## config.mk

```make
export PLATFORM = sky130hd
export DESIGN_NAME = redundant_sensor_health_monitor
export DESIGN_NICKNAME = d
export VERILOG_FILES = /design/src/hdl/rshm_pkg.sv /design/src/hdl/redundant_sensor_health_monitor.sv /design/src/hdl/rshm_div.sv
export SDC_FILE = /design/constraint.sdc
export NUM_CORES = 1
export LEC_CHECK = 0
export BUFFER_PORTS_ARGS = -buffer_cell sky130_fd_sc_hd__clkbuf_2
export CORE_UTILIZATION = 60
export DETAILED_ROUTE_END_ITERATION = 7
export PLACE_DENSITY_LB_ADDON = 0.05
export SYNTH_ARGS = -nofsm -noshare
export SYNTH_HDL_FRONTEND = slang
export SYNTH_SLANG_ARGS = --single-unit
```

## constraint.sdc

```tcl
create_clock -name i_clk -period 16.3 [get_ports i_clk]
set_input_delay 0.815 -clock i_clk [delete_from_list [all_inputs] [get_ports i_clk]]
set_output_delay 0.815 -clock i_clk [all_outputs]
set_load 0.005 [all_outputs]
```

## src/hdl/rshm_pkg.sv

```systemverilog
// Shared constants, types and the debounce update of the sensor health monitor.
package rshm_pkg;

    localparam int AVG_WINDOW = 8;
    localparam int CNT_W      = $clog2(AVG_WINDOW + 1);
    localparam int POS_W      = (AVG_WINDOW > 1) ? $clog2(AVG_WINDOW) : 1;
    localparam int MAG_W      = 16 + CNT_W;
    localparam int ACC_W      = MAG_W + 1;
    localparam int DIV_CW     = $clog2(MAG_W + 1);
    localparam int N_MON      = 6;
    localparam int N_WIN      = 4;

    localparam logic [7:0] RUN_MAX = 8'd255;

    localparam logic [1:0] WIN_TEMP  = 2'd0;
    localparam logic [1:0] WIN_HUM   = 2'd1;
    localparam logic [1:0] WIN_LIGHT = 2'd2;
    localparam logic [1:0] WIN_CUR   = 2'd3;

    localparam logic [2:0] REG_TEMP_MIN = 3'd0;
    localparam logic [2:0] REG_TEMP_MAX = 3'd1;
    localparam logic [2:0] REG_HUM_MIN  = 3'd2;
    localparam logic [2:0] REG_HUM_MAX  = 3'd3;
    localparam logic [2:0] REG_LUX_MIN  = 3'd4;
    localparam logic [2:0] REG_LUX_MAX  = 3'd5;
    localparam logic [2:0] REG_CUR_LIM  = 3'd6;
    localparam logic [2:0] REG_CONFIRM  = 3'd7;

    localparam logic [1:0] SEV_OK      = 2'd0;
    localparam logic [1:0] SEV_WARNING = 2'd1;
    localparam logic [1:0] SEV_ALARM   = 2'd2;

    localparam logic [2:0] FC_NONE        = 3'd0;
    localparam logic [2:0] FC_BOTH_TEMP   = 3'd1;
    localparam logic [2:0] FC_BOTH_HUM    = 3'd2;
    localparam logic [2:0] FC_LIGHT       = 3'd3;
    localparam logic [2:0] FC_OVERCURRENT = 3'd4;
    localparam logic [2:0] FC_BOTH_BACKUP = 3'd5;
    localparam logic [2:0] FC_TEMP_BACKUP = 3'd6;
    localparam logic [2:0] FC_HUM_BACKUP  = 3'd7;

    typedef struct packed {
        logic [7:0] bad;
        logic [7:0] good;
        logic       ok;
    } t_mon;

    function automatic t_mon mon_update(input t_mon m, input logic good,
                                        input logic [7:0] need);
        t_mon r;
        r = m;
        if (good) begin
            r.bad = 8'd0;
            if (m.good != RUN_MAX) r.good = m.good + 8'd1;
            if (r.good >= need) r.ok = 1'b1;
        end else begin
            r.good = 8'd0;
            if (m.bad != RUN_MAX) r.bad = m.bad + 8'd1;
            if (r.bad >= need) r.ok = 1'b0;
        end
        return r;
    endfunction

endpackage

```

## src/hdl/redundant_sensor_health_monitor.sv

```systemverilog
// Top level: range checks, debounced health, failover and windowed means.
// From acceptance to the result word: per window a summing pass over the stored samples
// (when empty, the mean is cleared and no division runs), then a start state and the shared
// bit-serial divider; then the actuator monitor and the loading of the outputs.
// A word is taken whenever the sequencer is idle; a waiting result holds it.
// Synchronous active-low reset: primary sources, all sensors healthy, windows empty.
module redundant_sensor_health_monitor (
    input  logic               i_clk,
    input  logic               i_rst_n,
    input  logic               i_in_valid,
    output logic               o_in_stall,
    input  logic               i_mode,
    input  logic signed [10:0] i_temp_primary,
    input  logic [9:0]         i_hum_primary,
    input  logic               i_primary_read_ok,
    input  logic signed [10:0] i_temp_backup,
    input  logic [9:0]         i_hum_backup,
    input  logic               i_backup_read_ok,
    input  logic [15:0]        i_light_level,
    input  logic [15:0]        i_actuator_current,
    input  logic               i_cfg_valid,
    output logic               o_cfg_ready,
    input  logic [2:0]         i_cfg_index,
    input  logic [15:0]        i_cfg_data,
    output logic               o_out_valid,
    input  logic               i_out_stall,
    output logic signed [10:0] o_avg_temp,
    output logic [9:0]         o_avg_hum,
    output logic [15:0]        o_avg_light,
    output logic [15:0]        o_avg_current,
    output logic               o_temp_avg_valid,
    output logic               o_hum_avg_valid,
    output logic               o_climate_ok,
    output logic               o_temp_on_backup,
    output logic               o_hum_on_backup,
    output logic [1:0]         o_severity,
    output logic [2:0]         o_fault_code,
    output logic [5:0]         o_health_flags
);

    typedef enum logic [2:0] {S_IDLE, S_SUM, S_DIVS, S_DIVW, S_FIN, S_OUT} t_state;

    localparam int AW = rshm_pkg::AVG_WINDOW;
    localparam int CW = rshm_pkg::CNT_W;
    localparam int PW = rshm_pkg::POS_W;
    localparam int XW = rshm_pkg::ACC_W;
    localparam int MW = rshm_pkg::MAG_W;

    t_state               r_state;
    logic signed [10:0]   r_tmin, r_tmax;
    logic [9:0]           r_hmin, r_hmax;
    logic [15:0]          r_lmin, r_lmax, r_limit;
    logic [7:0]           r_confirm;
    rshm_pkg::t_mon       r_mon [rshm_pkg::N_MON];
    logic [1:0]           r_src;
    logic [CW-1:0]        r_cnt [rshm_pkg::N_WIN];
    logic [PW-1:0]        r_pos [rshm_pkg::N_WIN];
    logic [15:0]          r_win [rshm_pkg::N_WIN][AW];
    logic [15:0]          r_mean [rshm_pkg::N_WIN];
    logic                 r_mode, r_phase;
    logic [PW-1:0]        r_idx;
    logic signed [XW-1:0] r_acc;
    logic                 r_out_valid;
    logic signed [10:0]   r_o_temp;
    logic [9:0]           r_o_hum;
    logic [15:0]          r_o_light, r_o_cur;
    logic                 r_o_tv, r_o_hv, r_o_cok, r_o_tb, r_o_hb;
    logic [1:0]           r_o_sev;
    logic [2:0]           r_o_code;
    logic [5:0]           r_o_flags;

    logic                 accept;
    logic                 ta_ok, tb_ok, ha_ok, hb_ok, lux_ok;
    rshm_pkg::t_mon       a_mon [rshm_pkg::N_MON];
    logic [1:0]           a_src;
    logic                 a_clr  [rshm_pkg::N_WIN];
    logic                 a_push [rshm_pkg::N_WIN];
    logic [15:0]          a_data [rshm_pkg::N_WIN];
    logic [CW-1:0]        a_cnt  [rshm_pkg::N_WIN];
    logic [PW-1:0]        a_pos  [rshm_pkg::N_WIN];
    logic [PW-1:0]        a_wpos [rshm_pkg::N_WIN];

    logic [1:0]           k;
    logic [15:0]          rd;
    logic signed [XW-1:0] rd_ext;
    logic [MW-1:0]        mag;
    logic [MW-1:0]        quo;
    logic [MW-1:0]        q_signed;
    logic                 div_done;
    logic                 last_sum;

    logic                 both_t, both_h, c_sev_alarm;
    logic [1:0]           c_sev;
    logic [2:0]           c_code;
    logic [5:0]           c_flags;

    assign accept      = i_in_valid && !o_in_stall;
    assign o_in_stall  = (r_state != S_IDLE);
    assign o_cfg_ready = 1'b1;

    // Sample checks, debounce, failover and window writes for an accepted word.
    always_comb begin
        ta_ok  = i_primary_read_ok && (i_temp_primary >= r_tmin) && (i_temp_primary <= r_tmax);
        tb_ok  = i_backup_read_ok && (i_temp_backup >= r_tmin) && (i_temp_backup <= r_tmax);
        ha_ok  = i_primary_read_ok && (i_hum_primary >= r_hmin) && (i_hum_primary <= r_hmax);
        hb_ok  = i_backup_read_ok && (i_hum_backup >= r_hmin) && (i_hum_backup <= r_hmax);
        lux_ok = (i_light_level >= r_lmin) && (i_light_level <= r_lmax);

        for (int m = 0; m < rshm_pkg::N_MON; m++) a_mon[m] = r_mon[m];
        if (!i_mode) begin
            a_mon[0] = rshm_pkg::mon_update(r_mon[0], ta_ok, r_confirm);
            a_mon[1] = rshm_pkg::mon_update(r_mon[1], tb_ok, r_confirm);
            a_mon[2] = rshm_pkg::mon_update(r_mon[2], ha_ok, r_confirm);
            a_mon[3] = rshm_pkg::mon_update(r_mon[3], hb_ok, r_confirm);
        end else begin
            a_mon[4] = rshm_pkg::mon_update(r_mon[4], lux_ok, r_confirm);
        end

        a_src = r_src;
        if (!i_mode) begin
            for (int q = 0; q < 2; q++) begin
                if (a_mon[2*q].ok) a_src[q] = 1'b0;
                else if (a_mon[2*q+1].ok) a_src[q] = 1'b1;
            end
        end

        a_clr[0]  = !i_mode && (a_src[0] != r_src[0]);
        a_clr[1]  = !i_mode && (a_src[1] != r_src[1]);
        a_clr[2]  = 1'b0;
        a_clr[3]  = 1'b0;
        a_push[0] = !i_mode && (a_src[0] ? tb_ok : ta_ok);
        a_push[1] = !i_mode && (a_src[1] ? hb_ok : ha_ok);
        a_push[2] = i_mode && lux_ok;
        a_push[3] = i_mode;
        a_data[0] = a_src[0] ? 16'($signed(i_temp_backup)) : 16'($signed(i_temp_primary));
        a_data[1] = {6'd0, a_src[1] ? i_hum_backup : i_hum_primary};
        a_data[2] = i_light_level;
        a_data[3] = i_actuator_current;

        for (int w = 0; w < rshm_pkg::N_WIN; w++) begin
            a_wpos[w] = a_clr[w] ? '0 : r_pos[w];
            a_cnt[w]  = a_clr[w] ? '0 : r_cnt[w];
            a_pos[w]  = a_wpos[w];
            if (a_push[w]) begin
                a_pos[w] = (a_wpos[w] == PW'(AW - 1)) ? '0 : a_wpos[w] + 1'b1;
                if (a_cnt[w] < CW'(AW)) a_cnt[w] = a_cnt[w] + 1'b1;
            end
        end
    end

    // Window being summed and divided: climate uses temperature then humidity,
    // a fast sample uses light then current.
    always_comb begin
        k        = {r_mode, r_phase};
        rd       = r_win[k][r_idx];
        rd_ext   = (k == rshm_pkg::WIN_TEMP) ? XW'($signed(rd[10:0]))
                                             : {{(XW-16){1'b0}}, rd};
        mag      = r_acc[XW-1] ? MW'(-r_acc) : MW'(r_acc);
        q_signed = r_acc[XW-1] ? MW'(-quo) : quo;
        last_sum = ({1'b0, r_idx} + 1'b1) == (PW+1)'(r_cnt[k]);
    end

    rshm_div u_div (
        .i_clk      (i_clk),
        .i_rst_n    (i_rst_n),
        .i_start    (r_state == S_DIVS),
        .i_dividend (mag),
        .i_divisor  (r_cnt[k]),
        .o_done     (div_done),
        .o_quotient (quo)
    );

    always_comb begin
        both_t      = !r_mon[0].ok && !r_mon[1].ok;
        both_h      = !r_mon[2].ok && !r_mon[3].ok;
        c_sev_alarm = both_t || both_h || !r_mon[4].ok || !r_mon[5].ok;
        if (c_sev_alarm) c_sev = rshm_pkg::SEV_ALARM;
        else if (r_src[0] || r_src[1]) c_sev = rshm_pkg::SEV_WARNING;
        else c_sev = rshm_pkg::SEV_OK;

        if (both_t) c_code = rshm_pkg::FC_BOTH_TEMP;
        else if (both_h) c_code = rshm_pkg::FC_BOTH_HUM;
        else if (!r_mon[4].ok) c_code = rshm_pkg::FC_LIGHT;
        else if (!r_mon[5].ok) c_code = rshm_pkg::FC_OVERCURRENT;
        else if (r_src[0] && r_src[1]) c_code = rshm_pkg::FC_BOTH_BACKUP;
        else if (r_src[0]) c_code = rshm_pkg::FC_TEMP_BACKUP;
        else if (r_src[1]) c_code = rshm_pkg::FC_HUM_BACKUP;
        else c_code = rshm_pkg::FC_NONE;

        for (int m = 0; m < rshm_pkg::N_MON; m++) c_flags[m] = r_mon[m].ok;
    end

    always_ff @(posedge i_clk) begin
        if (!i_rst_n) begin
            r_state     <= S_IDLE;
            r_out_valid <= 1'b0;
            r_tmin      <= -11'sd400;
            r_tmax      <= 11'sd800;
            r_hmin      <= 10'd0;
            r_hmax      <= 10'd1000;
            r_lmin      <= 16'd0;
            r_lmax      <= 16'hFFFF;
            r_limit     <= 16'd500;
            r_confirm   <= 8'd3;
            r_src       <= 2'b00;
            for (int m = 0; m < rshm_pkg::N_MON; m++) r_mon[m] <= '{8'd0, 8'd0, 1'b1};
            for (int w = 0; w < rshm_pkg::N_WIN; w++) begin
                r_cnt[w]  <= '0;
                r_pos[w]  <= '0;
                r_mean[w] <= 16'd0;
            end
        end else begin
            if (i_cfg_valid) begin
                case (i_cfg_index)
                    rshm_pkg::REG_TEMP_MIN: r_tmin    <= i_cfg_data[10:0];
                    rshm_pkg::REG_TEMP_MAX: r_tmax    <= i_cfg_data[10:0];
                    rshm_pkg::REG_HUM_MIN:  r_hmin    <= i_cfg_data[9:0];
                    rshm_pkg::REG_HUM_MAX:  r_hmax    <= i_cfg_data[9:0];
                    rshm_pkg::REG_LUX_MIN:  r_lmin    <= i_cfg_data;
                    rshm_pkg::REG_LUX_MAX:  r_lmax    <= i_cfg_data;
                    rshm_pkg::REG_CUR_LIM:  r_limit   <= i_cfg_data;
                    rshm_pkg::REG_CONFIRM:  r_confirm <= i_cfg_data[7:0];
                    default: ;
                endcase
            end

            if (r_out_valid && !i_out_stall && (r_state != S_OUT)) r_out_valid <= 1'b0;

            case (r_state)
                S_IDLE: begin
                    if (accept) begin
                        for (int m = 0; m < rshm_pkg::N_MON; m++) r_mon[m] <= a_mon[m];
                        r_src <= a_src;
                        for (int w = 0; w < rshm_pkg::N_WIN; w++) begin
                            r_cnt[w] <= a_cnt[w];
                            r_pos[w] <= a_pos[w];
                            if (a_push[w]) r_win[w][a_wpos[w]] <= a_data[w];
                        end
                        r_mode  <= i_mode;
                        r_phase <= 1'b0;
                        r_idx   <= '0;
                        r_acc   <= '0;
                        r_state <= S_SUM;
                    end
                end
                S_SUM: begin
                    if (r_cnt[k] == '0) begin
                        r_mean[k] <= 16'd0;
                        r_idx     <= '0;
                        r_acc     <= '0;
                        if (!r_phase) r_phase <= 1'b1;
                        else r_state <= S_FIN;
                    end else begin
                        r_acc <= r_acc + rd_ext;
                        r_idx <= r_idx + 1'b1;
                        if (last_sum) r_state <= S_DIVS;
                    end
                end
                S_DIVS: begin
                    r_state <= S_DIVW;
                end
                S_DIVW: begin
                    if (div_done) begin
                        r_mean[k] <= q_signed[15:0];
                        r_idx     <= '0;
                        r_acc     <= '0;
                        if (!r_phase) begin
                            r_phase <= 1'b1;
                            r_state <= S_SUM;
                        end else begin
                            r_state <= S_FIN;
                        end
                    end
                end
                S_FIN: begin
                    // The actuator monitor judges the new mean current.
                    if (r_mode) begin
                        r_mon[5] <= rshm_pkg::mon_update(r_mon[5],
                            !(r_mean[rshm_pkg::WIN_CUR] > r_limit), r_confirm);
                    end
                    r_state <= S_OUT;
                end
                S_OUT: begin
                    // The previous result word must have left before this one is loaded.
                    if (!r_out_valid || !i_out_stall) begin
                        r_o_temp    <= r_mean[rshm_pkg::WIN_TEMP][10:0];
                        r_o_hum     <= r_mean[rshm_pkg::WIN_HUM][9:0];
                        r_o_light   <= r_mean[rshm_pkg::WIN_LIGHT];
                        r_o_cur     <= r_mean[rshm_pkg::WIN_CUR];
                        r_o_tv      <= r_cnt[rshm_pkg::WIN_TEMP] != '0;
                        r_o_hv      <= r_cnt[rshm_pkg::WIN_HUM] != '0;
                        r_o_cok     <= (r_mon[0].ok || r_mon[1].ok)
                                    && (r_cnt[rshm_pkg::WIN_TEMP] != '0)
                                    && (r_mon[2].ok || r_mon[3].ok)
                                    && (r_cnt[rshm_pkg::WIN_HUM] != '0);
                        r_o_tb      <= r_src[0];
                        r_o_hb      <= r_src[1];
                        r_o_sev     <= c_sev;
                        r_o_code    <= c_code;
                        r_o_flags   <= c_flags;
                        r_out_valid <= 1'b1;
                        r_state     <= S_IDLE;
                    end
                end
                default: r_state <= S_IDLE;
            endcase
        end
    end

    assign o_out_valid      = r_out_valid;
    assign o_avg_temp       = r_o_temp;
    assign o_avg_hum        = r_o_hum;
    assign o_avg_light      = r_o_light;
    assign o_avg_current    = r_o_cur;
    assign o_temp_avg_valid = r_o_tv;
    assign o_hum_avg_valid  = r_o_hv;
    assign o_climate_ok     = r_o_cok;
    assign o_temp_on_backup = r_o_tb;
    assign o_hum_on_backup  = r_o_hb;
    assign o_severity       = r_o_sev;
    assign o_fault_code     = r_o_code;
    assign o_health_flags   = r_o_flags;

endmodule

```

## src/hdl/rshm_div.sv

```systemverilog
// Bit-serial restoring divider of a window sum magnitude by the sample count.
module rshm_div (
    input  logic                       i_clk,
    input  logic                       i_rst_n,
    input  logic                       i_start,
    input  logic [rshm_pkg::MAG_W-1:0] i_dividend,
    input  logic [rshm_pkg::CNT_W-1:0] i_divisor,
    output logic                       o_done,
    output logic [rshm_pkg::MAG_W-1:0] o_quotient
);

    logic                        r_busy;
    logic [rshm_pkg::DIV_CW-1:0] r_step;
    logic [rshm_pkg::CNT_W:0]    r_rem;
    logic [rshm_pkg::MAG_W-1:0]  r_quo;
    logic [rshm_pkg::CNT_W-1:0]  r_div;
    logic                        r_done;
    logic [rshm_pkg::CNT_W:0]    rem_sh;
    logic                        fits;

    always_comb begin
        rem_sh = {r_rem[rshm_pkg::CNT_W-1:0], r_quo[rshm_pkg::MAG_W-1]};
        fits   = rem_sh >= {1'b0, r_div};
    end

    always_ff @(posedge i_clk) begin
        if (!i_rst_n) begin
            r_busy <= 1'b0;
            r_done <= 1'b0;
            r_step <= '0;
        end else begin
            r_done <= 1'b0;
            if (i_start) begin
                r_busy <= 1'b1;
                r_step <= '0;
                r_rem  <= '0;
                r_quo  <= i_dividend;
                r_div  <= i_divisor;
            end else if (r_busy) begin
                r_rem <= fits ? rem_sh - {1'b0, r_div} : rem_sh;
                r_quo <= {r_quo[rshm_pkg::MAG_W-2:0], fits};
                if (r_step == rshm_pkg::DIV_CW'(rshm_pkg::MAG_W - 1)) begin
                    r_busy <= 1'b0;
                    r_done <= 1'b1;
                end
                r_step <= r_step + 1'b1;
            end
        end
    end

    assign o_done     = r_done;
    assign o_quotient = r_quo;

endmodule

```

==> results.toml <==
[synthesis]
ys_seq_elements = 841
yosys_warnings = 0
synth-compound-area-share_pct = 8.68
syn_area_um2 = 41300
synth.avg_cell_area_um2 = 12.8
muxShareOfSynthArea_pct = 7.98
yosysSeqAreaShare_pct = 58.4
synth_top_family_by_area = "simple AND/OR/NAND/NOR gates"
synth_xor_area_share_pct = 2.18
syn_inst = 3232
ys_types = 81
synthAdderAreaFrac_pct = 8.61
synth_simple_gate_area_share_pct = 11.4
synth_edf_count = 730
synth-main-ff-cell = "edfxtp_1"
synthArstFlopShare_pct = 0
syn-num-nets = 3616

[clock_tree]
post-cts-setup-buffers = 0
cts_hold_buf = 0
cts_sinks = 841
cts_resized = 0
path_clk_slew_ns = 0.06
cts_tree = "done"
cts_buffer_depth = 3
clock_latency_ns = 0.66
h-tree-depth = 3
cts_made_buffers = 87
ctsRootBufferMaster = "clkbuf_16"

[detailed_routing]
vias_per_cell = 6.35
dr.pass1.iters = 5
finalWirelength_mm = 111
drc_errors = 0
drt_iter0_markers = 2731
via_count = 27800
wire_per_inst_um = 25.4
detail-route-antenna-nets = 0

[status]
outcome = "finished clean"

[worst_setup_path]
path_delay_family = "simple AND/OR/NAND/NOR gates"
start_kind = "flip-flop"
regToRegSetupSlack_ns = 10.03
worstPathCellList = "buf_4, and2_1, nand2_1, o211ai_1, o21ai_0, mux4_2, nor3_1, a21o_1, ha_1, a21o_1, a21o_1, a21o_1, a21oi_1, o41ai_1, a21oi_1, a21oi_1, xnor2_1, nor2_1"
cp_slowest_stage_delay_ns = 0.96
worstPathArrival_ns = 6.64
crit_fanout = 43
reg2reg_to = "r_acc[19]$_SDFFCE_PN0P_"
cpMostUsedCell = "a21o_1"
r2r-start = "r_mode$_DFFE_PP_"
critPathBufInv = 1
rr_worst_depth = 18
cpMaxStageDelayCell = "nor3_1"
cp-end-kind = "flip-flop"
crit_type = "flip-flop to flip-flop"
critPathRequiredTime_ns = 16.67

[cells_and_area]
fillers = 4710
drive_gt1_share_pct = 16.5
final_nets = 3816
syn_to_final_growth_pct = 12.5
diodes = 0

[global_route]
grt_remaining_overflow = 0
grt_pass1_wl_mm = 167
grt_usage_pct = 32.2
antenna_found_initial = 3
grt_max_degree = 77
grt_pass1_vias = 27400

[timing]
slew_headroom_pct = 16.8
fin_hold_ws_ns = 0.416
tns_ns = 0
rsz0062_at_grt = "no"
tightest_slew_ns = 1.24
fin_skew_ns = 0.0517
min_period_over_period_pct = 38.5
report.final.slew_viol_count = 0
hold_viol_final = 0
fmax_mhz = 159
layout_min_cycle_time_ns = 6.27
setup_viol = 0

[placed_design]
port_buffers = 171
place_congestion = 0.914
dp_hpwl_mm = 76.0

[pwr]
ir_worst_vdd_mv = 0.161
power-per-cell-area_nw_per_um2 = 131
p_leak_nw = 17.3

[floorplanning]
pin_count = 173
initial_core_util_pct = 61.1
num_rows = 95
die_h_um = 264
core_um2 = 67600
die_w_um = 264
die_area_um2 = 69900

[min_path]
hold-path-cell-count = 3
holdPathEnd = "r_lmin[15]$_SDFFE_PN0P_"
hp-class = "input port to flip-flop"
holdCritStartpoint = "i_cfg_data[15]"

[run]
drv_cap = 0
==> synth_stat cells, types with 7 or more instances <==
cell type	instances	area, um2
mux2_2	41	462
mux2i_1	13	130
nor3b_1	8	60.1
inv_1	178	668
nor2_1	204	766
nand2b_1	40	250
buf_1	16	60.1
and3_1	53	332
clkbuf_2	7	35.0
edfxtp_1	730	21900
nand2_1	309	1160
a211oi_1	36	270
mux4_2	120	2700
xor2_1	35	307
o31ai_1	17	128
ha_1	281	3520
nor4_1	18	113
nand3b_1	7	52.6
nor2b_1	62	388
a21o_1	60	450
nor3_1	69	345
o211ai_1	47	353
a211o_1	9	78.8
and2_1	23	144
dfxtp_1	111	2220
o21a_1	25	188
nand4_1	41	257
a21oi_1	188	941
a31oi_1	8	50.1
or3_1	8	50.1
xnor2_1	68	596
or4_1	7	52.6
nand3_1	96	480
o21ai_0	110	551
clkbuf_1	85	319
==> cell usage in the layout, fill, tap and decap left out, drive strengths merged, types with 47 or more instances in the layout <==
cell type	count
a21o	60
a21oi	188
and3	53
buf	55
clkbuf	284
dfxtp	111
edfxtp	730
ha	281
inv	181
mux4	120
nand2	310
nand3	96
nor2	205
nor2b	62
nor3	69
o211ai	47
o21ai	116
xnor2	68
==> through the flow <==
| step | setup slack, ns | std cells | total power [W] | utilization, % | cell area, um2 |
|---|---|---|---|---|---|
| floorplan | 9.48 | 3232 | 0.00360 | - | 41300 |
| global placement | 10.35 | 4215 | 0.00394 | 64.2 | 43400 |
| detailed placement | 10.19 | 4216 | 0.00399 | 64.2 | 43400 |
| CTS | 10.08 | 4377 | 0.00609 | 68.7 | 46500 |
| global route | 9.57 | 4377 | 0.00633 | 68.7 | 46500 |
| finish | 10.03 | 4377 | 0.00608 | 68.7 | 46500 |
==> power by group <==
group          internal (W)  total [W]  leakage [nW]  switching [W]
logic              0.000545    0.00132          8.09       0.000778
clock network       0.00124    0.00211          1.48       0.000868
registers           0.00252    0.00264          7.74       0.000126
total               0.00430    0.00608          17.3        0.00177
==> state kept, by name, indices dropped and copies added, names as in the netlist, 4 cells and up <==
| register | flops |
|---|---|
| u_div.o_quotient | 20 |
| r_mean | 53 |
| u_div.r_rem | 4 |
| r_limit | 16 |
| r_hmax | 10 |
| u_div.r_step | 5 |
| r_mon | 102 |
| r_acc | 21 |
| r_cnt | 16 |
| o_avg_temp | 11 |
| r_tmin | 11 |
| r_confirm | 8 |
| o_health_flags | 6 |
| r_lmax | 16 |
| r_win | 424 |
| r_lmin | 16 |
| o_avg_hum | 10 |
| r_tmax | 11 |
| o_avg_light | 16 |
| r_pos | 12 |
| r_hmin | 10 |
| o_avg_current | 16 |
| u_div.r_div | 4 |
==> cell families after synthesis <==
kind of cell,Yosys count
simple gates,972
xor+xnor,103
buf+inv,295
mux,174
fa+ha+maj,283
compound gates,563
other cells,1
flops,841
==> worst min-delay path: cells and delay by family <==
| kind | cells | cell delay (ns) |
|---|---|---|
| AOI/OAI and AO/OA | 1 | 0.05 |
| buffers and inverters | 1 | 0.10 |
| and+or+nand+nor | 1 | 0.05 |
==> layout make-up <==
class / count / area [um2] / share of cell area [%]
well taps: 873 / 1090 / 2.35
flip-flops and latches: 841 / 24100 / 52.0
multi-input cells: 2096 / 16200 / 34.9
inverters: 180 / 676 / 1.45
clock buffers: 113 / 2360 / 5.07
clock inverters: 48 / 701 / 1.51
repair buffers: 226 / 1270 / 2.74
==> worst max-delay path by stage <==
stage,endpoint,from,cells past startpoint,slack (ns)
after detailed placement,r_acc[20]$_SDFFCE_PN0P_,r_mode$_DFFE_PP_,15,10.19
after global placement,r_acc[20]$_SDFFCE_PN0P_,r_mode$_DFFE_PP_,15,10.35
after CTS,r_acc[20]$_SDFFCE_PN0P_,r_phase$_DFFE_PP_,15,10.08
after global routing,r_acc[20]$_SDFFCE_PN0P_,r_mode$_DFFE_PP_,15,9.57
after floorplan,r_mon[0][10]$_SDFFCE_PN0P_,i_rst_n,5,9.48
final,r_acc[19]$_SDFFCE_PN0P_,r_mode$_DFFE_PP_,18,10.03
==> metal layers <==
| metal | up-vias | share of wire (%) | track usage [%] |
|---|---|---|---|
| li1 | 12600 | - | - |
| met3 | 256 | 8.8 | 5.42 |
| met1 | 13700 | 41 | 44.5 |
| met2 | 1322 | 47 | 51.4 |
| met4 | 4 | 3.6 | 12.2 |
| met5 | - | 0.023 | 0 |
(Power assumes the default switching activity.)
